## src/hnct_pkg.sv

```systemverilog
// ----------------------------------------------------------------------------
// hnct_pkg
// Shared types and constants for the hashed name counter table.
// ----------------------------------------------------------------------------
package hnct_pkg;

  // Controller states, one-hot
  typedef enum logic [11:0] {
    ST_CLEAR   = 12'h001,
    ST_IDLE    = 12'h002,
    ST_MOD     = 12'h004,
    ST_OCC_RD  = 12'h008,
    ST_OCC_CHK = 12'h010,
    ST_CMP_RD  = 12'h020,
    ST_CMP_CHK = 12'h040,
    ST_WR_RD   = 12'h080,
    ST_WR_WR   = 12'h100,
    ST_CNT_CLR = 12'h200,
    ST_CNT_RD  = 12'h400,
    ST_CNT_WR  = 12'h800
  } state_t;

  // Result outcome codes
  localparam logic [1:0] OUT_INSERT = 2'd0;
  localparam logic [1:0] OUT_COUNT  = 2'd1;
  localparam logic [1:0] OUT_FULL   = 2'd2;

  // ELF hash constants
  localparam logic [31:0] HASH_TOP   = 32'hF000_0000;
  localparam int          HASH_FOLD  = 24;
  localparam int          HASH_SHIFT = 4;
  localparam logic [31:0] SAT_MAX    = 32'hFFFF_FFFF;

  // Commands from controller to datapath
  typedef struct packed {
    logic clr_step;
    logic char_take;
    logic unnamed_init;
    logic mod_init;
    logic mod_step;
    logic probe_start;
    logic seq_first;
    logic next_byte;
    logic next_slot;
    logic name_wr;
    logic cnt_clr;
    logic next_type;
    logic cnt_inc;
    logic emit_full;
    logic emit_insert;
  } cmd_t;

  // Status from datapath to controller
  typedef struct packed {
    logic clr_done;
    logic empty_name;
    logic unnamed;
    logic mod_done;
    logic occupied;
    logic byte_match;
    logic byte_last;
    logic probe_last;
    logic type_last;
  } sts_t;

endpackage

```

## src/hnct_ctrl.sv

```systemverilog
// ----------------------------------------------------------------------------
// hnct_ctrl
// Sequencer for the clearing pass, hash reduction, probe and update.
// ----------------------------------------------------------------------------
module hnct_ctrl (
  input  logic          clk,
  input  logic          rst_n,
  input  logic          start,
  input  logic          in_last_char,
  input  hnct_pkg::sts_t sts,
  output hnct_pkg::cmd_t cmd,
  output logic          busy
);

  hnct_pkg::state_t state_r, state_nxt;

  // Hold state
  always_ff @(posedge clk) begin
    if (!rst_n) begin
      state_r <= hnct_pkg::ST_CLEAR;
    end else begin
      state_r <= state_nxt;
    end
  end

  assign busy = (state_r != hnct_pkg::ST_IDLE);

  // Decode next state and commands
  always_comb begin
    state_nxt = state_r;
    cmd       = '0;
    unique case (state_r)
      hnct_pkg::ST_CLEAR: begin
        cmd.clr_step = 1'b1;
        if (sts.clr_done) state_nxt = hnct_pkg::ST_IDLE;
      end
      hnct_pkg::ST_IDLE: begin
        if (start) begin
          cmd.char_take = 1'b1;
          if (in_last_char) begin
            if (sts.empty_name) begin
              cmd.unnamed_init = 1'b1;
              state_nxt        = hnct_pkg::ST_OCC_RD;
            end else begin
              cmd.mod_init = 1'b1;
              state_nxt    = hnct_pkg::ST_MOD;
            end
          end
        end
      end
      hnct_pkg::ST_MOD: begin
        cmd.mod_step = 1'b1;
        if (sts.mod_done) begin
          cmd.probe_start = 1'b1;
          state_nxt       = hnct_pkg::ST_OCC_RD;
        end
      end
      hnct_pkg::ST_OCC_RD: begin
        state_nxt = hnct_pkg::ST_OCC_CHK;
      end
      hnct_pkg::ST_OCC_CHK: begin
        cmd.seq_first = 1'b1;
        if (sts.occupied) begin
          state_nxt = sts.unnamed ? hnct_pkg::ST_CNT_RD : hnct_pkg::ST_CMP_RD;
        end else begin
          state_nxt = sts.unnamed ? hnct_pkg::ST_CNT_CLR : hnct_pkg::ST_WR_RD;
        end
      end
      hnct_pkg::ST_CMP_RD: begin
        state_nxt = hnct_pkg::ST_CMP_CHK;
      end
      hnct_pkg::ST_CMP_CHK: begin
        if (!sts.byte_match) begin
          if (sts.probe_last) begin
            cmd.emit_full = 1'b1;
            state_nxt     = hnct_pkg::ST_IDLE;
          end else begin
            cmd.next_slot = 1'b1;
            state_nxt     = hnct_pkg::ST_OCC_RD;
          end
        end else if (sts.byte_last) begin
          state_nxt = hnct_pkg::ST_CNT_RD;
        end else begin
          cmd.next_byte = 1'b1;
          state_nxt     = hnct_pkg::ST_CMP_RD;
        end
      end
      hnct_pkg::ST_WR_RD: begin
        state_nxt = hnct_pkg::ST_WR_WR;
      end
      hnct_pkg::ST_WR_WR: begin
        cmd.name_wr = 1'b1;
        if (sts.byte_last) begin
          state_nxt = hnct_pkg::ST_CNT_CLR;
        end else begin
          cmd.next_byte = 1'b1;
          state_nxt     = hnct_pkg::ST_WR_RD;
        end
      end
      hnct_pkg::ST_CNT_CLR: begin
        cmd.cnt_clr = 1'b1;
        if (sts.type_last) begin
          cmd.emit_insert = 1'b1;
          state_nxt       = hnct_pkg::ST_IDLE;
        end else begin
          cmd.next_type = 1'b1;
        end
      end
      hnct_pkg::ST_CNT_RD: begin
        state_nxt = hnct_pkg::ST_CNT_WR;
      end
      hnct_pkg::ST_CNT_WR: begin
        cmd.cnt_inc = 1'b1;
        state_nxt   = hnct_pkg::ST_IDLE;
      end
      default: begin
        state_nxt = hnct_pkg::ST_CLEAR;
      end
    endcase
  end

endmodule

```

## config.mk

```make
export PLATFORM = sky130hd
export DESIGN_NAME = hnct_ctrl
export DESIGN_NICKNAME = d
export VERILOG_FILES = /design/src/hnct_pkg.sv /design/src/hnct_ctrl.sv
export SDC_FILE = /design/constraint.sdc
export NUM_CORES = 1
export LEC_CHECK = 0
export ABC_AREA = 1
export BUFFER_PORTS_ARGS = -buffer_cell sky130_fd_sc_hd__buf_4
export CAP_MARGIN = 5
export CORE_MARGIN = 3
export CORE_UTILIZATION = 50
export DETAILED_ROUTE_END_ITERATION = 8
export MAX_ROUTING_LAYER = met4
export PLACE_DENSITY = 0.78
export SYNTH_ARGS = -nofsm -noshare
export SYNTH_HDL_FRONTEND = slang
export SYNTH_SLANG_ARGS = --single-unit
```

## constraint.sdc

```tcl
create_clock -name clk -period 1.6 [get_ports clk]
set_clock_uncertainty 0.05 [all_clocks]
set_input_delay 0.32 -clock clk [delete_from_list [all_inputs] [get_ports clk]]
set_output_delay 0.32 -clock clk [all_outputs]
set_load 0.05 [all_outputs]
```

==> key figures, run 1 <==
Status
  • Outcome: did not finish
  • Tool error: [ERROR GRT-0232] Routing congestion too high. Check the congestion heatmap in the GUI.
  • Fail Step: global routing

Logic synthesis
  • Syn Area/Cell: 6.22 um^2
  • Synth cell types: 20
  • Post-synthesis sequential area ratio: 0.249
  • Syn nets: 168
  • Yosys synthesis warning count: 0
  • FF+latch count, synth: 12
  • Syn Inst Count: 155
  • Synthesized area: 965 um^2

Die
  • Die height: about 50 um
  • Die X: about 50 um
  • Row count: 15
  • I/O pin count: 29
  • Initial core utilization: 0.541

Clock network
  • Htree depth: 1
  • Root Driver: clkbuf_4
  • TritonCTS Buffers: 3
  • Max clock buf depth: 2
  • Hold buffers post-CTS: 0
  • Clock Sinks: 12

Place
  • HPWL after DPL: about 2100 um
  • Dpl cell area: ~1400 um^2
  • Port Buffers: 28
  • GPL Wtd Cong: just under 0.9

STA
  • Post-GRT worst EP: cmd[11]
  • Worst ep type: primary output

GRT
  • Largest net degree at the start of global routing: 11
  • Gr ovfl total: 36
  • Tot GR Track Use: 0.606
synth_stat cells:
cell / n / area [um^2]
inv_1: 33 / 124
nand2_1: 32 / 120
nor2_1: 24 / 90.1
nand3_1: 14 / 70.1
dfxtp_1: 12 / 240
nor2_4: 6 / 67.6
nand2_4: 4 / 45.0
nand4_1: 4 / 25.0
nor3_1: 4 / 20.0
and2_1: 3 / 18.8
inv_2: 3 / 11.3
nand2_2: 3 / 18.8
nor2_2: 3 / 18.8
o21ai_1: 3 / 15.0
nor2_8: 2 / 40.0
buf_6: 1 / 11.3
nand3_2: 1 / 10.0
o21ai_0: 1 / 5.00
o31ai_1: 1 / 7.51
or2_1: 1 / 6.26
per-layer routing:
| metal | overflow | global-route usage |
|---|---|---|
| met5 | - | - |
| met4 | 18 | 0.719 |
| met3 | 0 | 0.281 |
| met2 | 18 | 0.813 |
| met1 | 0 | 0.587 |
cells by family after synthesis:
kind of cell | after synthesis | share of synthesized area
buffers and inverters | 37 | 0.152
flip-flops | 12 | 0.249
AO/OA/AOI/OAI | 5 | 0.0285
AND/OR/NAND/NOR | 101 | 0.571
metrics by stage:
stage / std cells / setup slack [ps]
floorplan: 155 / -174
global placement: 225 / -32.9
detailed placement: 225 / -96.3
CTS: 235 / -298
what timing repair did:
action,4_1_cts
buffers inserted,6
gates cloned,0
resized for setup,56
pin swaps,10
setup endpoints to repair,18
==> run 2: changes to the inputs <==
Settings changed: CORE_AREA from default to 3 3 64 66, CORE_MARGIN 3 to default, CORE_UTILIZATION 50 to default, DIE_AREA from default to 0 0 67 69, MAX_ROUTING_LAYER met4 to default, PLACE_DENSITY 0.78 to default, PLACE_DENSITY_LB_ADDON from default to 0.15.
==> key figures, run 2 <==
Cells and area
  • Layout cell share with drive strength beyond 1: 0.609
  • Final instance area: about 1900 um^2
  • Reg with most FFs: state_r
  • Largest regs: state_r x12
  • Final nets: 239
  • Layout Cells excl Fill: 273
  • Commonest cells after routing, fill and taps aside: buf_4 (45), inv_1 (27), nand2_1 (24)
  • ANT cells: 0
  • FILL cells: 365
  • Max FFs per register: 12
  • P&R area growth vs syn: 94.6%
  • Most common cell after layout, fill and taps aside: buf_4

Routing
  • DRC errors left: 0
  • Via count: about 1,200
  • Routed WL: around 3000 um
  • TritonRoute pass-1 iters: 4
  • DR iter-0 viols: 26
  • Wire per inst: 11.0 um
  • Vias/cell: between 4 and 5
  • Final ANT Viol Nets: 0

Pwr
  • Pwr Density: about 1100 nW/um^2
  • Lkg Pwr: 1.00 nW
  • Max VDD drop: 0.549 mV
  • Total power: around 2.1 mW

STA
  • Worst-margin pin slew: approximately 220 ps
  • Achievable frequency: between 500 and 600 MHz
  • Min cycle time layout: 1870 ps
  • Final WS setup: -269 ps
  • Slew HR: 0.849
  • RSZ-0062 raised after global routing: true
  • Final setup fails: 16
  • Final Hold Viols: 0
  • Setup Total Neg Slack: -2950 ps
  • Slew Limit Fails: 0
  • Final Cycle Share: 1.17

Place
  • Port Buffers: 28
  • Dpl cell area: 1440 um^2
  • GPL Wtd Cong: 0.767
  • HPWL after DPL: 2160 um
  • Placed Instances: between 200 and 300

Logic synthesis
  • EDFF count, synth: 0
  • Synth cell count leaders: inv_1 (33), nand2_1 (32), nor2_1 (24), nand3_1 (14), dfxtp_1 (12)
  • Yosys synthesis warning count: 0
  • Synthesized area: just under 1000 um^2
  • Synth area leader: dfxtp_1
  • Syn nets: about 170
  • Post-synth ARST share: 0
  • Syn Inst Count: between 150 and 200
  • Share of the synthesized area in the top cell type: 0.249
  • Most area-consuming cells after synthesis: dfxtp_1 (25%), inv_1 (13%), nand2_1 (12%), nor2_1 (9.3%), nand3_1 (7.3%)
  • Post-synthesis sequential area ratio: 0.249
  • Synth cell types: 20
  • FF+latch count, synth: 12
  • Syn Area/Cell: 6.22 um^2
  • Main flop type after synthesis: dfxtp_1
  • Most common cell in the synthesized netlist: inv_1

Hold path
  • WHS Endpoint: state_r[7]
  • Hold Startpoint: sts[4]
  • Hold/Removal Path Class: input port to flip-flop
  • WHS Path Cells: 4

Worst setup path
  • CP Launch Type: flip-flop
  • RR Startpoint: state_r[8]
  • Max stage delay cell, worst path: dfxtp_2
  • Critical Path RT: 1230 ps
  • Cells along the critical path: nor2_4, nand2_4, nor2_8, nand2_4, or2_4, nor2_4, buf_8
  • WS Path Type: flip-flop to output pin
  • Critical Path Max Stage Delay: roughly 330 ps
  • Reg2Reg Setup Slack: about 50 ps
  • CP Capture Type: output pin
  • R2R Path End: state_r[2]
  • Worst R2R Path Depth: 10
  • Critical path data arrival time: about 1500 ps
  • Peak fanout along the critical path: 4

GRT
  • Initial antenna violation count: 0
  • Largest net degree at the start of global routing: 11
  • Tot GR Track Use: 0.126
  • Gr ovfl total: 0
  • First-pass GRT wire length: ~4600 um
  • Vias in the first global route: approximately 1,100

Clock network
  • Clk slew on worst S/H paths: around 60 ps
  • TritonCTS Buffers: 3
  • CTS tree: done
  • Max clock buf depth: 2
  • Htree depth: 1
  • Worst-Skew Late Latency: about 240 ps
  • Hold buffers post-CTS: 0
  • Clock Sinks: 12
  • Root Driver: clkbuf_8

Die
  • Die height: 69 um
  • I/O pin count: 29
  • Initial core utilization: 0.265
  • Row count: 22
  • Core footprint: around 3600 um^2
  • Die X: roughly 67 um
  • Die area: around 4600 um^2

Status
  • Violated checks: negative setup slack
  • Outcome: finished with violations

Job
  • Max-Cap Viols: 0
-- run 2: cell counts after synthesis --
Identical to the previous run, type by type.
-- run 2: cell type report --
class	count	area [um^2]	share of cell area
Timing Repair Buffer	66	619	0.330
Inverter	36	138	0.0733
Tap cell	48	60.1	0.0320
Multi-Input combinational cell	107	751	0.400
Clock buffer	4	55.1	0.0293
Sequential cell	12	254	0.135
-- run 2: cells by family after synthesis --
family	Yosys count	share of synthesized area
AND/OR/NAND/NOR	101	0.571
flip-flops	12	0.249
buffers and inverters	37	0.152
AO/OA/AOI/OAI	5	0.0285
-- run 2: report_power, final --
part / internal [mW] / switching [mW] / total [mW]
Clock: 0.218 / 0.118 / 0.336
Combinational: 0.606 / 0.765 / 1.37
Sequential: 0.347 / 0.0444 / 0.392
-- run 2: metrics by stage --
| stage | setup slack, ps | hold WS, ps | utilization |
|---|---|---|---|
| floorplan | -174 | 449 | - |
| global placement | -79.7 | 511 | 0.397 |
| detailed placement | -92.8 | 528 | 0.397 |
| CTS | -273 | 314 | 0.468 |
| global route | -349 | 314 | 0.517 |
| finish | -269 | 311 | 0.517 |
-- run 2: layer usage --
metal  wire [um]  global-route usage
met5           0                   0
met4          17              0.0270
met3         108              0.0391
met2        1600               0.201
met1        1290               0.163
-- run 2: worst max-delay path by stage --
stage          depth (start not counted)  slack (ps)        from       to
4_1_cts                                9        -270  state_r[3]   cmd[6]
3_5_place_dp                           7         -90  state_r[2]  cmd[11]
3_3_place_gp                           7         -80  state_r[2]  cmd[11]
6_report                               7        -270  state_r[8]  cmd[11]
2_1_floorplan                          6        -170  state_r[9]  cmd[11]
5_1_grt                                7        -350  state_r[8]  cmd[11]
-- run 2: worst max-delay path, delay by kind of cell, from the launching register on --
family / cells / cell delay [ps]
flops: 1 / 330
simple gates: 6 / 760
buf+inv: 1 / 150
-- run 2: what timing repair did --
action,CTS,global route
cloned,0,1
pin swaps,12,16
setup endpoints to repair,16,21
resized for setup,51,31
setup buffers,4,10
(Power assumes the default switching activity.)
